--- config.mk ---
export PLATFORM = sky130hd
export DESIGN_NAME = utf8_stream_decoder_unit
export DESIGN_NICKNAME = d
export VERILOG_FILES = /design/src/rtl/u8dec_pkg.sv /design/src/rtl/utf8_stream_decoder_unit.sv /design/src/rtl/u8dec_fifo.sv /design/src/rtl/u8dec_front.sv /design/src/rtl/u8dec_back.sv
export SDC_FILE = /design/constraint.sdc
export NUM_CORES = 1
export LEC_CHECK = 0
export ABC_AREA = 1
export BUFFER_PORTS_ARGS = -buffer_cell sky130_fd_sc_hd__buf_2
export CAP_MARGIN = 5
export CORE_AREA = 4 4 94 96
export DETAILED_ROUTE_END_ITERATION = 8
export DIE_AREA = 0 0 98 100
export PLACE_DENSITY = 0.87
export SLEW_MARGIN = 20
export SYNTH_ARGS = -nofsm -noshare
export SYNTH_HDL_FRONTEND = slang
export SYNTH_SLANG_ARGS = --single-unit
export TNS_END_PERCENT = 1
--- constraint.sdc ---
create_clock -name clock -period 3 [get_ports clock]
set_clock_uncertainty 0.15 [all_clocks]
set_input_delay 0 -clock clock [delete_from_list [all_inputs] [get_ports clock]]
set_output_delay 0 -clock clock [all_outputs]
set_load 0.01 [all_outputs]
--- src/rtl/u8dec_pkg.sv ---
// Shared types and constants for the UTF-8 stream decoder.
// No dependencies; imported by the front stage, back stage and top level.
package u8dec_pkg;

   localparam int BYTE_W = 8;
   localparam int CP_W   = 21;
   localparam int ST_W   = 3;

   // result status codes; a corrupt sequence reports its own length
   localparam logic [ST_W-1:0] ST_OK       = 3'd0;
   localparam logic [ST_W-1:0] ST_INVALID  = 3'd1;
   localparam logic [ST_W-1:0] ST_CORRUPT2 = 3'd2;
   localparam logic [ST_W-1:0] ST_CORRUPT3 = 3'd3;
   localparam logic [ST_W-1:0] ST_CORRUPT4 = 3'd4;

   // byte classes as seen without sequence context
   typedef enum logic [2:0] {
      CLS_ASCII,
      CLS_CONT,
      CLS_LEAD2,
      CLS_LEAD3,
      CLS_LEAD4,
      CLS_INVALID
   } byte_class_type;

   typedef struct packed {
      byte_class_type    cls;
      logic [BYTE_W-1:0] data;
   } cmd_type;

   typedef struct packed {
      logic [CP_W-1:0] code_point;
      logic [ST_W-1:0] status;
   } rsp_type;

endpackage

--- src/rtl/utf8_stream_decoder_unit.sv ---
// UTF-8 stream decoder: one byte per word in, one code point/status word out.
// A result passes through the front register, the command queue and the result queue before it shows on rsp_.
// Throughput: one byte per cycle while no queue is full; a full queue raises req_full and holds the input.
// Reset (synchronous, active high) empties both queues and drops any sequence
// in progress; the decoder then expects a lead byte.
// Depends on u8dec_pkg, u8dec_fifo, u8dec_front and u8dec_back.
module utf8_stream_decoder_unit
   import u8dec_pkg::*;
#(
   parameter int CMD_DEPTH = 2,
   parameter int RSP_DEPTH = 2
) (
   input  logic              clock,
   input  logic              reset,
   input  logic              req_push,
   input  logic [BYTE_W-1:0] req_data_byte,
   output logic              req_full,
   output logic              rsp_empty,
   input  logic              rsp_pop,
   output logic [CP_W-1:0]   rsp_code_point,
   output logic [ST_W-1:0]   rsp_status
);

   localparam int CMD_W = $bits(cmd_type);
   localparam int RSP_W = $bits(rsp_type);

   // front -> command queue
   logic             front_push;
   cmd_type          front_item;
   logic             cmd_full;
   // command queue -> back
   logic [CMD_W-1:0] cmd_head_bits;
   cmd_type          cmd_head;
   logic             cmd_empty;
   logic             cmd_pop;
   // back -> result queue
   logic             back_push;
   rsp_type          back_item;
   logic             rsp_full;
   logic [RSP_W-1:0] rsp_head_bits;
   rsp_type          rsp_head;

   // Classify each byte as it arrives and hold it in one register stage.
   u8dec_front u_front (
      .clock         (clock),
      .reset         (reset),
      .req_push      (req_push),
      .req_data_byte (req_data_byte),
      .req_full      (req_full),
      .cmd_push      (front_push),
      .cmd_item      (front_item),
      .cmd_full      (cmd_full)
   );

   // Decouple classification from sequence tracking.
   u8dec_fifo #(
      .WIDTH (CMD_W),
      .DEPTH (CMD_DEPTH)
   ) u_cmd_q (
      .clock     (clock),
      .reset     (reset),
      .push      (front_push),
      .push_data (front_item),
      .full      (cmd_full),
      .pop       (cmd_pop),
      .pop_data  (cmd_head_bits),
      .empty     (cmd_empty)
   );

   assign cmd_head = cmd_type'(cmd_head_bits);

   // Advance the sequence state; emit a word for ASCII, a stray or invalid byte, or sequence end.
   u8dec_back u_back (
      .clock     (clock),
      .reset     (reset),
      .cmd_head  (cmd_head),
      .cmd_empty (cmd_empty),
      .cmd_pop   (cmd_pop),
      .rsp_full  (rsp_full),
      .rsp_push  (back_push),
      .rsp_item  (back_item)
   );

   // Hold finished words until the consumer pops them.
   u8dec_fifo #(
      .WIDTH (RSP_W),
      .DEPTH (RSP_DEPTH)
   ) u_rsp_q (
      .clock     (clock),
      .reset     (reset),
      .push      (back_push),
      .push_data (back_item),
      .full      (rsp_full),
      .pop       (rsp_pop),
      .pop_data  (rsp_head_bits),
      .empty     (rsp_empty)
   );

   assign rsp_head       = rsp_type'(rsp_head_bits);
   assign rsp_code_point = rsp_head.code_point;
   assign rsp_status     = rsp_head.status;

endmodule

--- src/rtl/u8dec_fifo.sv ---
// Small register-based first-in first-out queue with a count.
// Generic; no package dependency.
module u8dec_fifo #(
   parameter int WIDTH = 8,
   parameter int DEPTH = 2
) (
   input  logic             clock,
   input  logic             reset,
   input  logic             push,
   input  logic [WIDTH-1:0] push_data,
   output logic             full,
   input  logic             pop,
   output logic [WIDTH-1:0] pop_data,
   output logic             empty
);

   localparam int PTR_W = (DEPTH > 1) ? $clog2(DEPTH) : 1;
   localparam int CNT_W = $clog2(DEPTH + 1);
   localparam logic [PTR_W-1:0] LAST = PTR_W'(DEPTH - 1);

   logic [WIDTH-1:0] mem_ff [DEPTH];
   logic [PTR_W-1:0] wr_ptr_ff, wr_ptr_in;
   logic [PTR_W-1:0] rd_ptr_ff, rd_ptr_in;
   logic [CNT_W-1:0] count_ff, count_in;
   logic             do_push;
   logic             do_pop;

   assign full     = (count_ff == CNT_W'(DEPTH));
   assign empty    = (count_ff == '0);
   assign do_push  = push & ~full;
   assign do_pop   = pop & ~empty;
   assign pop_data = mem_ff[rd_ptr_ff];

   always_comb begin
      wr_ptr_in = wr_ptr_ff;
      rd_ptr_in = rd_ptr_ff;
      if (do_push) begin
         wr_ptr_in = (wr_ptr_ff == LAST) ? '0 : wr_ptr_ff + 1'b1;
      end
      if (do_pop) begin
         rd_ptr_in = (rd_ptr_ff == LAST) ? '0 : rd_ptr_ff + 1'b1;
      end
      unique case ({do_push, do_pop})
         2'b10:   count_in = count_ff + 1'b1;
         2'b01:   count_in = count_ff - 1'b1;
         default: count_in = count_ff;
      endcase
   end

   always_ff @(posedge clock) begin
      if (reset) begin
         wr_ptr_ff <= '0;
         rd_ptr_ff <= '0;
         count_ff  <= '0;
      end else begin
         wr_ptr_ff <= wr_ptr_in;
         rd_ptr_ff <= rd_ptr_in;
         count_ff  <= count_in;
      end
   end

   always_ff @(posedge clock) begin
      if (do_push) begin
         mem_ff[wr_ptr_ff] <= push_data;
      end
   end

   a_count_bound: assert property (@(posedge clock) disable iff (reset)
      count_ff <= CNT_W'(DEPTH))
      else $error("fifo count exceeds depth");

   a_push_fills: assert property (@(posedge clock) disable iff (reset)
      (do_push && !do_pop) |=> !empty)
      else $error("fifo empty after a lone push");

endmodule

--- src/rtl/u8dec_front.sv ---
// Front stage: registers each incoming byte together with its class.
// Depends on u8dec_pkg for the byte class and command word types.
module u8dec_front
   import u8dec_pkg::*;
(
   input  logic              clock,
   input  logic              reset,
   input  logic              req_push,
   input  logic [BYTE_W-1:0] req_data_byte,
   output logic              req_full,
   output logic              cmd_push,
   output cmd_type           cmd_item,
   input  logic              cmd_full
);

   function automatic byte_class_type classify(input logic [BYTE_W-1:0] b);
      priority if (b[7] == 1'b0)      return CLS_ASCII;
      else if (b[7:6] == 2'b10)       return CLS_CONT;
      else if (b[7:5] == 3'b110)      return CLS_LEAD2;
      else if (b[7:4] == 4'b1110)     return CLS_LEAD3;
      else if (b[7:3] == 5'b11110)    return CLS_LEAD4;
      else                            return CLS_INVALID;
   endfunction

   logic    valid_ff, valid_in;
   cmd_type item_ff, item_in;
   logic    accept;
   logic    advance;

   assign req_full = valid_ff & cmd_full;
   assign accept   = req_push & ~req_full;
   assign advance  = valid_ff & ~cmd_full;
   assign cmd_push = valid_ff;
   assign cmd_item = item_ff;

   always_comb begin
      valid_in = accept | (valid_ff & ~advance);
      item_in  = item_ff;
      if (accept) begin
         item_in.cls  = classify(req_data_byte);
         item_in.data = req_data_byte;
      end
   end

   always_ff @(posedge clock) begin
      if (reset) begin
         valid_ff <= 1'b0;
      end else begin
         valid_ff <= valid_in;
      end
      item_ff <= item_in;
   end

   a_stall_holds: assert property (@(posedge clock) disable iff (reset)
      (valid_ff && cmd_full) |=> (valid_ff && $stable(item_ff)))
      else $error("front stage lost a stalled word");

endmodule

--- src/rtl/u8dec_back.sv ---
// Back stage: tracks the multi-byte sequence and builds result words.
// Depends on u8dec_pkg for command/result types and status codes.
module u8dec_back
   import u8dec_pkg::*;
(
   input  logic    clock,
   input  logic    reset,
   input  cmd_type cmd_head,
   input  logic    cmd_empty,
   output logic    cmd_pop,
   input  logic    rsp_full,
   output logic    rsp_push,
   output rsp_type rsp_item
);

   logic [1:0]      remain_ff, remain_in;
   logic [ST_W-1:0] seq_status_ff, seq_status_in;
   logic [CP_W-1:0] partial_ff, partial_in;
   logic            bad_ff, bad_in;
   logic            bad_next;
   logic [CP_W-1:0] partial_next;

   // take a word only when a result slot is guaranteed
   assign cmd_pop      = ~cmd_empty & ~rsp_full;
   assign bad_next     = bad_ff | (cmd_head.cls != CLS_CONT);
   assign partial_next = {partial_ff[CP_W-7:0], cmd_head.data[5:0]};

   always_comb begin
      remain_in     = remain_ff;
      seq_status_in = seq_status_ff;
      partial_in    = partial_ff;
      bad_in        = bad_ff;
      rsp_push      = 1'b0;
      rsp_item      = '{code_point: '0, status: ST_OK};
      if (cmd_pop) begin
         priority if (remain_ff != 2'd0) begin
            // any byte counts as a continuation here; wrong form only marks it
            remain_in  = remain_ff - 2'd1;
            partial_in = partial_next;
            bad_in     = bad_next;
            if (remain_ff == 2'd1) begin
               rsp_push = 1'b1;
               if (bad_next) begin
                  rsp_item = '{code_point: '0, status: seq_status_ff};
               end else begin
                  rsp_item = '{code_point: partial_next, status: ST_OK};
               end
               seq_status_in = ST_OK;
               partial_in    = '0;
               bad_in        = 1'b0;
            end
         end else begin
            unique case (cmd_head.cls)
               CLS_ASCII: begin
                  rsp_push = 1'b1;
                  rsp_item = '{code_point: CP_W'(cmd_head.data), status: ST_OK};
               end
               CLS_LEAD2: begin
                  remain_in     = 2'd1;
                  seq_status_in = ST_CORRUPT2;
                  partial_in    = CP_W'(cmd_head.data[4:0]);
                  bad_in        = 1'b0;
               end
               CLS_LEAD3: begin
                  remain_in     = 2'd2;
                  seq_status_in = ST_CORRUPT3;
                  partial_in    = CP_W'(cmd_head.data[3:0]);
                  bad_in        = 1'b0;
               end
               CLS_LEAD4: begin
                  remain_in     = 2'd3;
                  seq_status_in = ST_CORRUPT4;
                  partial_in    = CP_W'(cmd_head.data[2:0]);
                  bad_in        = 1'b0;
               end
               default: begin
                  // stray continuation or impossible lead
                  rsp_push = 1'b1;
                  rsp_item = '{code_point: '0, status: ST_INVALID};
               end
            endcase
         end
      end
   end

   always_ff @(posedge clock) begin
      if (reset) begin
         remain_ff     <= 2'd0;
         seq_status_ff <= ST_OK;
         partial_ff    <= '0;
         bad_ff        <= 1'b0;
      end else begin
         remain_ff     <= remain_in;
         seq_status_ff <= seq_status_in;
         partial_ff    <= partial_in;
         bad_ff        <= bad_in;
      end
   end

   a_push_needs_pop: assert property (@(posedge clock) disable iff (reset)
      rsp_push |-> cmd_pop)
      else $error("result word without a command word");

   a_last_byte_emits: assert property (@(posedge clock) disable iff (reset)
      (cmd_pop && remain_ff == 2'd1) |-> rsp_push)
      else $error("sequence end produced no result");

   a_len_matches: assert property (@(posedge clock) disable iff (reset)
      (remain_ff == 2'd3) |-> (seq_status_ff == ST_CORRUPT4))
      else $error("four-byte count with wrong sequence length");

endmodule
==> results by group, run 1 <==
Worst hold path
  • Worst Hold End: u_front.cmd_item[0]$_DFFE_PP_
  • Worst min-delay path startpoint: req_data_byte[0]
  • Worst min-delay path class: in -> reg
  • Hold Path Cell Cnt: 2

CTS
  • Clk slew on worst S/H paths: 0.06 ns
  • Clock Root Buffer: clkbuf_8
  • Htree depth: 4
  • Clk sinks: 113
  • Worst skew pair latency: 0.51 ns
  • PostCTS Resize Cnt: 0
  • CTS Buffer Depth: 2
  • Setup bufs post-CTS: 0
  • CTS buffer count: 17
  • Post-CTS Hold Fix Bufs: 12
  • CTS tree: done

Floorplan
  • I/O Pins: 38
  • Core Area: slightly above 0.008 sq mm
  • Die H: 100 um
  • Cell Rows: 33
  • Die Width: between 90 and 100 um
  • Total die area: 0.00980 sq mm
  • Initial Utilization: 58.0%

Global routing
  • First-pass GRT wire length: 14.7 mm
  • Largest net degree at the start of global routing: 26
  • Remaining global-route overflow: 0
  • Initial antenna violation count: 0
  • All-Layer GR Usage: 19.3%
  • Vias in the first global route: 3114

Drt
  • Mean number of vias per cell: 5.23
  • Pre-antenna DRT Iters: 6
  • Drt wl/cell: about 15 um
  • Antenna Nets Post-Route: 0
  • Residual DRC count: 0
  • DR iter-0 viols: approximately 220
  • Routed WL: 8.71 mm
  • Total vias in the final route: a little over 3000

Synthesis
  • Cell count after synthesis: 409
  • Yosys top cell area share: 52.1%
  • Cell Area, Synth: 0.00467 sq mm
  • Post-synthesis area per instance: roughly 11 sq um
  • Count leader, synth: edfxtp_1
  • Net Count, Synth: 423
  • EDFF count, synth: between 80 and 90
  • Seq/Total Area, Yosys: 65.8%
  • Synthesized flop and latch total: 113
  • Synth warnings: 0
  • Commonest cells in the netlist: 81 x edfxtp_1, 73 x nand2_1, 51 x nor2_1, 32 x dfxtp_1, 32 x inv_1
  • Post-synth top flop: edfxtp_1
  • Top cells by area, synth: edfxtp_1 52%, dfxtp_1 14%, nand2_1 5.9%
  • Leading area contributor after synthesis: edfxtp_1
  • Synth async-reset ratio: 0%
  • Library cells used by synthesis: 36

STA
  • Final Hold Viols: 0
  • Relative slew slack: between 30 and 40%
  • Worst Tran Pin Value: roughly 0.94 ns
  • Max Freq: 407 MHz
  • Setup-failing EPs final: 0
  • Final Cycle Share: approximately four fifths
  • RSZ-0062 raised after global routing: false
  • Minimum clock period: 2.46 ns
  • Final setup TNS: 0 ns
  • Final Max Slew Viols: 0

Critical path
  • Buffers plus inverters on the worst setup path: 2
  • Worst r2r dst: u_rsp_q.count_ff[1]$_SDFFE_PP0P_
  • R2R cell count: 10
  • Reg-to-Reg Start: u_back.remain_ff[1]$_SDFFE_PP0P_
  • CP Depth: 10
  • Critical path fanouts, max: 15
  • Setup CP Type: reg -> reg
  • Critical Path Source Type: flop
  • Cell Chain, Critical Path: nor2_1, nand2_1, nand2_1, inv_1, ha_1, a21oi_1, o21ai_0, inv_1, o21ai_0, a21oi_1
  • Critical Path Slowest Stage Cell: dfxtp_1
  • Worst EP required: 3.29 ns
  • Slowest Stage Delay on Critical Path: between 0.4 and 0.5 ns
  • CP endpoint kind: flop
  • Top delay family on crit path: simple AND/OR/NAND/NOR gates
  • Reg2Reg Setup Slack: approximately 0.54 ns
  • CP Data Arrival Time: around 2.8 ns

Cells and area
  • Ant diodes: 0
  • Fin nets: 484
  • Layout cells sized above 1: roughly 27%
  • Syn-to-layout area delta: 21.3%
  • Layout Cells excl Fill: 588

Placement
  • DP HPWL: 5.44 mm
  • Number of port buffers: 37
  • Gpl congestion: 0.940
  • Placed Cells: 544

Status
  • Status: complete, no violations

Pwr
  • Power Dens Cells: 1050 mW/mm^2
  • Leakage power figure: between 2 and 2.5 nW
  • Worst vdd ir: 0.986 mV

Run
  • Number of max-cap violations: 0
[layout by cell type (no fill, tap or decap), types with 2 or more instances in the layout]
master,count
a21oi_1,22
a21oi_2,2
buf_2,37
buf_4,6
bufinv_16,3
clkbuf_16,16
clkbuf_8,2
clkinv_2,4
clkinv_4,2
clkinvlp_4,5
dfxtp_1,32
dlygate4sd3_1,12
edfxtp_1,81
ha_1,2
inv_1,32
inv_2,3
mux2_2,24
mux2i_1,2
nand2_1,73
nand2_2,9
nand2_4,4
nand3_1,19
nor2_1,49
nor2_2,4
nor3_1,3
o211ai_1,2
o21ai_0,16
or2_2,3
xor2_1,2
[worst max-delay path by stage]
stage                                                 from                               end  slack [ns]
after floorplan           u_rsp_q.count_ff[0]$_SDFFE_PP0P_    u_rsp_q.mem_ff[1][0]$_DFFE_PP_        0.36
after global placement    u_back.remain_ff[1]$_SDFFE_PP0P_  u_rsp_q.count_ff[1]$_SDFFE_PP0P_        0.79
after detailed placement  u_back.remain_ff[1]$_SDFFE_PP0P_  u_rsp_q.count_ff[1]$_SDFFE_PP0P_        0.64
after CTS                 u_back.remain_ff[1]$_SDFFE_PP0P_  u_rsp_q.count_ff[1]$_SDFFE_PP0P_        0.58
after global routing      u_back.remain_ff[1]$_SDFFE_PP0P_  u_rsp_q.count_ff[1]$_SDFFE_PP0P_        0.36
final                     u_back.remain_ff[1]$_SDFFE_PP0P_  u_rsp_q.count_ff[1]$_SDFFE_PP0P_        0.54
[cells by family (layout without fill, tap and decap cells)]
family,Yosys count,in the layout,synth area share (%)
DFF,113,113,65.8
adders and majority gates,2,2,0.536
AOI/OAI and AO/OA,46,46,5.44
buffers and inverters,49,123,4.69
xor gates and xnor gates,2,2,0.375
muxes,26,26,6.21
and+or+nand+nor,171,171,17.0
[stage by stage]
stage / hold slack, ns / utilization (%) / power [W] / area (sq um) / setup WS, ns
after global placement: 0.0284 / 61.5 / 0.00389 / 4950 / 0.787
after detailed placement: 0.0300 / 61.5 / 0.00395 / 4950 / 0.637
after floorplan: -0.0809 / - / 0.00350 / 4670 / 0.357
final: 0.0532 / 70.4 / 0.00594 / 5670 / 0.544
after global routing: 0.0644 / 70.4 / 0.00627 / 5670 / 0.360
after CTS: 0.0314 / 70.4 / 0.00596 / 5670 / 0.580
[layer usage]
layer  vias to the layer above  part of all wire (%)  GRT usage [%]  wire [um]
met5                         -                     0              0          0
met2                       117                    50           32.5       4380
met1                      1415                    41           21.5       3530
met4                         0                   3.2           9.58        278
li1                       1511                     -              -          -
met3                        31                   5.9           7.44        518
[final cells by class]
type / instances / area, sq um
clock buffer: 18 / 428
timing repair buffer: 55 / 350
tap: 105 / 131
sequential: 113 / 3070
clock inverter: 14 / 165
inverter: 36 / 135
fill: 525 / 2380
multi-input combinational: 247 / 1380
[worst register-to-register path, stage by stage, from the launching register on]
cell and delay [ns]:
dfxtp_1 0.48, nor2_1 0.46, nand2_1 0.25, nand2_1 0.16, inv_1 0.09, ha_1 0.30, a21oi_1 0.12, o21ai_0 0.10
inv_1 0.08, o21ai_0 0.08, a21oi_1 0.13
[report_power, final]
part           internal [W]  switching, W  total, W  leakage [nW]
Sequential          0.00209      0.000174   0.00226          1.02
Clock               0.00128      0.000688   0.00197         0.279
Combinational      0.000615       0.00110   0.00171         0.887
Total               0.00398       0.00196   0.00594          2.18
[flip-flops by register name, indices dropped and copies added (netlist names), named ones only]
name and cells:
u_back.bad_ff 1, u_back.partial_ff 15, u_back.remain_ff 2, u_back.seq_status_ff 3, u_cmd_q.count_ff 2, u_cmd_q.mem_ff 22, u_cmd_q.rd_ptr_ff 1, u_cmd_q.wr_ptr_ff 1
u_front.cmd_item 11, u_front.cmd_push 1, u_rsp_q.count_ff 2, u_rsp_q.mem_ff 48, u_rsp_q.rd_ptr_ff 1, u_rsp_q.wr_ptr_ff 1
No activity file was read; power rests on OpenSTA's default activity.
==> inputs of run 2 (changes only) <==
- clock period: 3 -> 2.4 ns (I/O delays scaled with it)
==> results by group, run 2 (synthesis results as in run 1) <==
Floorplan
  • Die Width: 98 um (unchanged)
  • Die H: 100 um (unchanged)
  • Cell Rows: 33 (unchanged)
  • I/O Pins: 38 (unchanged)
  • Initial Utilization: 58.0% (unchanged)
  • Total die area: 0.00980 sq mm (unchanged)
  • Core Area: 0.00805 sq mm (unchanged)

Critical path
  • Top delay family on crit path: simple AND/OR/NAND/NOR gates
  • Critical Path Slowest Stage Cell: dfxtp_1
  • CP endpoint kind: flop
  • Reg2Reg Setup Slack: 0.17 ns (-0.37 ns)
  • Setup CP Type: reg -> reg
  • R2R cell count: 13 (+3)
  • Cell Chain, Critical Path: inv_1, nand2_1, nand2_2, inv_2, nand2_1, nand2_1, inv_1, ha_1, a21oi_1, o21ai_0, inv_1, o21ai_0, a21oi_1
  • Buffers plus inverters on the worst setup path: 4 (+2)
  • Worst EP required: 2.69 ns (-0.60 ns)
  • Critical path fanouts, max: 8 (-7)
  • CP Data Arrival Time: 2.52 ns (-0.23 ns)
  • Reg-to-Reg Start: u_rsp_q.count_ff[0]$_SDFFE_PP0P_
  • Worst r2r dst: u_rsp_q.count_ff[1]$_SDFFE_PP0P_
  • Slowest Stage Delay on Critical Path: 0.41 ns (-0.07 ns)
  • Critical Path Source Type: flop

Cells and area
  • Fin nets: 489 (+1.0%)
  • Design area: 0.00571 sq mm (+0.79%)
  • Largest register by flop count: u_rsp_q.mem_ff
  • Most common cell after layout, fill and taps aside: edfxtp_1
  • Top Registers: u_rsp_q.mem_ff: 48 flops, u_cmd_q.mem_ff: 22 flops, u_back.partial_ff: 15 flops
  • Syn-to-layout area delta: 22.3%
  • Ant diodes: 0 (unchanged)
  • Fillers: 530 (+0.95%)
  • Commonest non-fill, non-tap cells in the layout: 81 x edfxtp_1, 73 x nand2_1, 49 x nor2_1, 37 x buf_2, 32 x inv_1
  • Layout cells sized above 1: 27.3% (+0.34 points)
  • Largest register FFs: 48 (unchanged)
  • Core Util, Final: 70.9% (+0.56 points)

Worst hold path
  • Worst min-delay path class: in -> reg
  • Worst min-delay path startpoint: req_data_byte[2]
  • Worst Hold End: u_front.cmd_item[2]$_DFFE_PP_
  • Hold Path Cell Cnt: 2 (unchanged)

Drt
  • Mean number of vias per cell: 5.39 (+3.1%)
  • Residual DRC count: 0 (unchanged)
  • Pre-antenna DRT Iters: 8 (+2)
  • DR iter-0 viols: 230 (+3.6%)
  • Antenna Nets Post-Route: 0 (unchanged)
  • Drt wl/cell: 15.3 um (+3.0%)
  • Total vias in the final route: 3197 (+4.0%)
  • Routed WL: 9.05 mm (+3.9%)

Placement
  • Number of port buffers: 37 (unchanged)
  • Placed instance area: 0.00500 sq mm (+1.0%)
  • Gpl congestion: 0.937 (-0.31%)
  • DP HPWL: 5.73 mm (+5.2%)

CTS
  • CTS tree: done
  • CTS Buffer Depth: 2 (unchanged)
  • Clk sinks: 113 (unchanged)
  • Clock Root Buffer: clkbuf_8
  • CTS buffer count: 17 (unchanged)
  • Clk slew on worst S/H paths: 0.05 ns (about the same)
  • Setup bufs post-CTS: 0 (unchanged)
  • Htree depth: 4 (unchanged)
  • Worst skew pair latency: 0.52 ns (about the same)

STA
  • Final Hold Viols: 0 (unchanged)
  • Worst Tran Pin Value: 0.508 ns (-0.428 ns)
  • Minimum clock period: 2.23 ns (-0.231 ns)
  • Max Freq: 449 MHz (+10%)
  • Final Max Slew Viols: 0 (unchanged)
  • Setup-failing EPs final: 0 (unchanged)
  • Final Cycle Share: 92.7% (+11 points)
  • RSZ-0062 raised after global routing: false
  • Relative slew slack: 65.9% (+29 points)

Pwr
  • Power Dens Cells: 1310 mW/mm^2 (+25%)
  • Leakage power figure: 2.20 nW (+0.75%)
  • Final Power: 0.00750 W (+26%)
  • Worst vdd ir: 0.952 mV (-3.4%)

Global routing
  • Vias in the first global route: 3273 (+5.1%)
  • First-pass GRT wire length: 15.3 mm (+4.3%)
  • All-Layer GR Usage: 20.0% (+0.77 points)
  • Initial antenna violation count: 0 (unchanged)
  • Remaining global-route overflow: 0 (unchanged)
  • Largest net degree at the start of global routing: 26 (unchanged)

Run
  • Number of max-cap violations: 0 (unchanged)

Status
  • Status: complete, no violations
## run 2: layout make-up
class | count | area, sq um | area share, %
Clock inverter | 14 | 165 | 2.89
Timing Repair Buffer | 60 | 404 | 7.08
Tap cell | 105 | 131 | 2.30
Inverter | 36 | 135 | 2.37
Clock buffer | 18 | 418 | 7.32
Multi-Input combinational cell | 247 | 1380 | 24.2
Sequential cell | 113 | 3070 | 53.8
## run 2: worst reg2reg max path, delay by kind of cell, from the launching register on
family | cells | cell delay (ns)
AOI/OAI and AO/OA | 4 | 0.45
adders and majority gates | 1 | 0.31
buffers and inverters | 4 | 0.33
DFF | 1 | 0.41
and+or+nand+nor | 4 | 0.50
## run 2: routing by layer
metal	vias to the layer above	track usage, %	share of wire (%)
li1	1526	-	-
met1	1507	21.8	38
met2	135	34.9	52
met3	29	5.84	5.8
met4	0	11.9	3.4
met5	-	0	0
## run 2: metrics by stage
step	hold slack (ns)	setup slack (ns)	TNS, ns	instances
2_1_floorplan	-0.0809	-0.219	-5.26	409
3_3_place_gp	0.0271	0.365	0	549
3_5_place_dp	0.0281	0.237	0	549
4_1_cts	0.0258	0.174	0	593
5_1_grt	0.0575	0.00376	0	593
6_report	0.0507	0.175	0	593
## run 2: where the power goes
group          total (W)  internal (W)  switching [W]
Combinational    0.00225      0.000827        0.00143
Sequential       0.00280       0.00261       0.000194
Clock            0.00244       0.00157       0.000870
## run 2: worst max path at each step
stage / start / to / slack [ns] / cells after the start
after floorplan: u_rsp_q.count_ff[0]$_SDFFE_PP0P_ / u_rsp_q.mem_ff[0][0]$_DFFE_PP_ / -0.22 / 8
after global placement: flop / u_rsp_q.count_ff[1]$_SDFFE_PP0P_ / 0.36 / 13
after detailed placement: flop / u_rsp_q.count_ff[1]$_SDFFE_PP0P_ / 0.24 / 13
after CTS: flop / u_rsp_q.count_ff[1]$_SDFFE_PP0P_ / 0.17 / 13
after global routing: flop / u_rsp_q.count_ff[1]$_SDFFE_PP0P_ / 0.004 / 13
final: u_rsp_q.count_ff[0]$_SDFFE_PP0P_ / u_rsp_q.count_ff[1]$_SDFFE_PP0P_ / 0.17 / 13
## run 2: timing repair
item                                   in CTS  in global routing
hold buffers                               12                  0
setup endpoints to repair                   0                  2
gates resized for setup                     0                  2
endpoints found under the hold margin      37                  0
==> inputs of run 3 (changes only) <==
- SETUP_SLACK_MARGIN: unset -> 0.3
==> results by group, run 3 (synthesis results as in run 1) <==
Worst hold path
  • Hold Path Cell Cnt: 2 (unchanged)
  • Worst min-delay path class: in -> reg

Global routing
  • All-Layer GR Usage: 20.1% (+0.057 points)
  • First-pass GRT wire length: 15.2 mm (-0.86%)
  • Initial antenna violation count: 0 (unchanged)
  • Vias in the first global route: 3197 (-2.3%)
  • Largest net degree at the start of global routing: 26 (unchanged)
  • Remaining global-route overflow: 0 (unchanged)

Drt
  • DR iter-0 viols: 181 (-21%)
  • Highest metal used: met4
  • Total vias in the final route: 3143 (-1.7%)
  • Antenna Nets Post-Route: 0 (unchanged)
  • Residual DRC count: 0 (unchanged)
  • Drt wl/cell: 15.3 um (about the same)
  • Met2 WL post-DR: 4.85 mm (+2.1%)
  • Routed WL: 9.09 mm (+0.51%)
  • Mean number of vias per cell: 5.27 (-2.2%)
  • Metal3 WL: 513 um (-1.7%)
  • DRT met1 WL: 3.48 mm (+0.35%)
  • Pre-antenna DRT Iters: 4 (-4)

Critical path
  • CP Depth: 13 (unchanged)
  • CP Data Arrival Time: 2.31 ns (-0.21 ns)
  • Cell Chain, Critical Path: inv_6, nand2_1, nand2_4, nand3_4, nand3_1, nand2_2, inv_2, ha_1, a21oi_1, o21ai_0, inv_1, o21ai_0, a21oi_1
  • Buffers plus inverters on the worst setup path: 3 (-1)
  • Reg2Reg Setup Slack: 0.37 ns (+0.19 ns)
  • Worst r2r dst: u_rsp_q.count_ff[1]$_SDFFE_PP0P_
  • CP endpoint kind: flop
  • Crit path to: u_rsp_q.count_ff[1]$_SDFFE_PP0P_
  • Slowest Stage Delay on Critical Path: 0.40 ns (about the same)
  • Critical Path Slowest Stage Cell: dfxtp_4
  • Critical Path Source Type: flop
  • Critical path fanouts, max: 12 (+4)
  • R2R cell count: 13 (unchanged)
  • Setup CP Type: reg -> reg
  • Worst EP required: 2.68 ns (about the same)
  • Top delay family on crit path: simple AND/OR/NAND/NOR gates

STA
  • Final Max Slew Viols: 0 (unchanged)
  • RSZ-0062 raised after global routing: true
  • Relative slew slack: 65.9% (about the same)
  • Final setup TNS: 0 ns (unchanged)
  • Worst Tran Pin Value: 0.508 ns (+0.000424 ns)
  • Hold_ws: 0.0538 ns (+0.00310 ns)
  • Minimum clock period: 2.03 ns (-0.193 ns)
  • Setup-failing EPs final: 0 (unchanged)
  • Max Freq: 492 MHz (+9.5%)
  • Fin worst setup slack: 0.368 ns (+0.193 ns)
  • Final Hold Viols: 0 (unchanged)
  • Final Cycle Share: 84.7% (-8.0 points)

Placement
  • Number of port buffers: 37 (unchanged)
  • Gpl congestion: 0.903 (-3.6%)
  • DP HPWL: 5.48 mm (-4.4%)
  • Pre-CTS setup slack: 0.107 ns (-0.130 ns)

CTS
  • CTS tree: done
  • Clk sinks: 113 (unchanged)
  • Htree depth: 4 (unchanged)
  • Clock Root Buffer: clkbuf_8
  • CTS Buffer Depth: 2 (unchanged)
  • CTS buffer count: 17 (unchanged)
  • Clk slew on worst S/H paths: 0.05 ns (about the same)
  • Worst skew pair latency: 0.51 ns (about the same)

Cells and area
  • Syn-to-layout area delta: 24.8%
  • Ant diodes: 0 (unchanged)
  • Fin nets: 492 (+0.61%)
  • Most common cell after layout, fill and taps aside: edfxtp_1
  • Largest register FFs: 48 (unchanged)
  • Layout cells sized above 1: 29.5% (+2.3 points)
  • Core Util, Final: 72.4% (+1.5 points)
  • Largest register by flop count: u_rsp_q.mem_ff
  • Top Registers: u_rsp_q.mem_ff: 48 flops, u_cmd_q.mem_ff: 22 flops, u_back.partial_ff: 15 flops
  • Commonest non-fill, non-tap cells in the layout: 81 x edfxtp_1, 69 x nand2_1, 48 x nor2_1, 37 x buf_2, 31 x inv_1

Floorplan
  • Die H: 100 um (unchanged)
  • Total die area: 0.00980 sq mm (unchanged)
  • Cell Rows: 33 (unchanged)
  • Core Area: 0.00805 sq mm (unchanged)
  • Initial Utilization: 58.0% (unchanged)
  • I/O Pins: 38 (unchanged)
  • Die Width: 98 um (unchanged)

Pwr
  • Leakage power figure: 2.26 nW (+2.5%)
  • Power Dens Cells: 1330 mW/mm^2 (+1.5%)
  • Worst vdd ir: 0.694 mV (-27%)
  • Final Power: 0.00777 W (+3.7%)

Status
  • Status: complete, no violations

Run
  • Number of max-cap violations: 0 (unchanged)
## run 3: cell count changes in the layout (fill, tap and decap cells not counted), sizes merged
cell / previous run / this run
bufinv: 3 / 5
clkinvlp: 6 / 3
buf: 48 / 51
clkinv: 5 / 6
## run 3: where the power goes
part / switching [W] / internal (W) / leakage [nW] / total (W)
sequential: 0.000214 / 0.00262 / 1.02 / 0.00283
combinational: 0.00143 / 0.000877 / 0.937 / 0.00230
clock: 0.000853 / 0.00179 / 0.299 / 0.00264
## run 3: area by class of cell
class / instances / area (sq um)
flip-flops and latches: 113 / 3080
inverters: 36 / 140
well taps: 105 / 131
multi-input cells: 247 / 1420
fillers: 532 / 2220
clock buffers: 18 / 418
repair buffers: 63 / 430
clock inverters: 14 / 213
## run 3: routing by layer
layer / vias to the layer above / GRT usage [%]
met4: 0 / 11.6
li1: 1532 / -
met5: - / 0
met2: 90 / 34.6
met1: 1503 / 22.2
met3: 18 / 6.12
## run 3: worst min path at each step
stage          slack, ns             start                           endpoint
3_5_place_dp        0.03  req_data_byte[1]      u_front.cmd_item[1]$_DFFE_PP_
5_1_grt             0.05  req_data_byte[1]      u_front.cmd_item[1]$_DFFE_PP_
3_3_place_gp        0.03  req_data_byte[1]      u_front.cmd_item[1]$_DFFE_PP_
6_report            0.05  req_data_byte[1]      u_front.cmd_item[1]$_DFFE_PP_
4_1_cts             0.03  req_data_byte[0]      u_front.cmd_item[0]$_DFFE_PP_
2_1_floorplan      -0.08             reset  u_back.partial_ff[8]$_SDFFE_PP0P_
## run 3: what timing repair did
item,CTS,global route
endpoints found under the hold margin,37,0
pin swaps,0,1
hold buffers,12,0
gates resized for setup,10,8
setup endpoints to repair,51,26
gates cloned,0,0
setup buffers,0,4
## run 3: per-stage QoR
step,instances,cell area [sq um]
4_1_cts,592,5770
3_3_place_gp,548,5000
2_1_floorplan,409,4680
3_5_place_dp,548,5000
5_1_grt,596,5830
6_report,596,5830
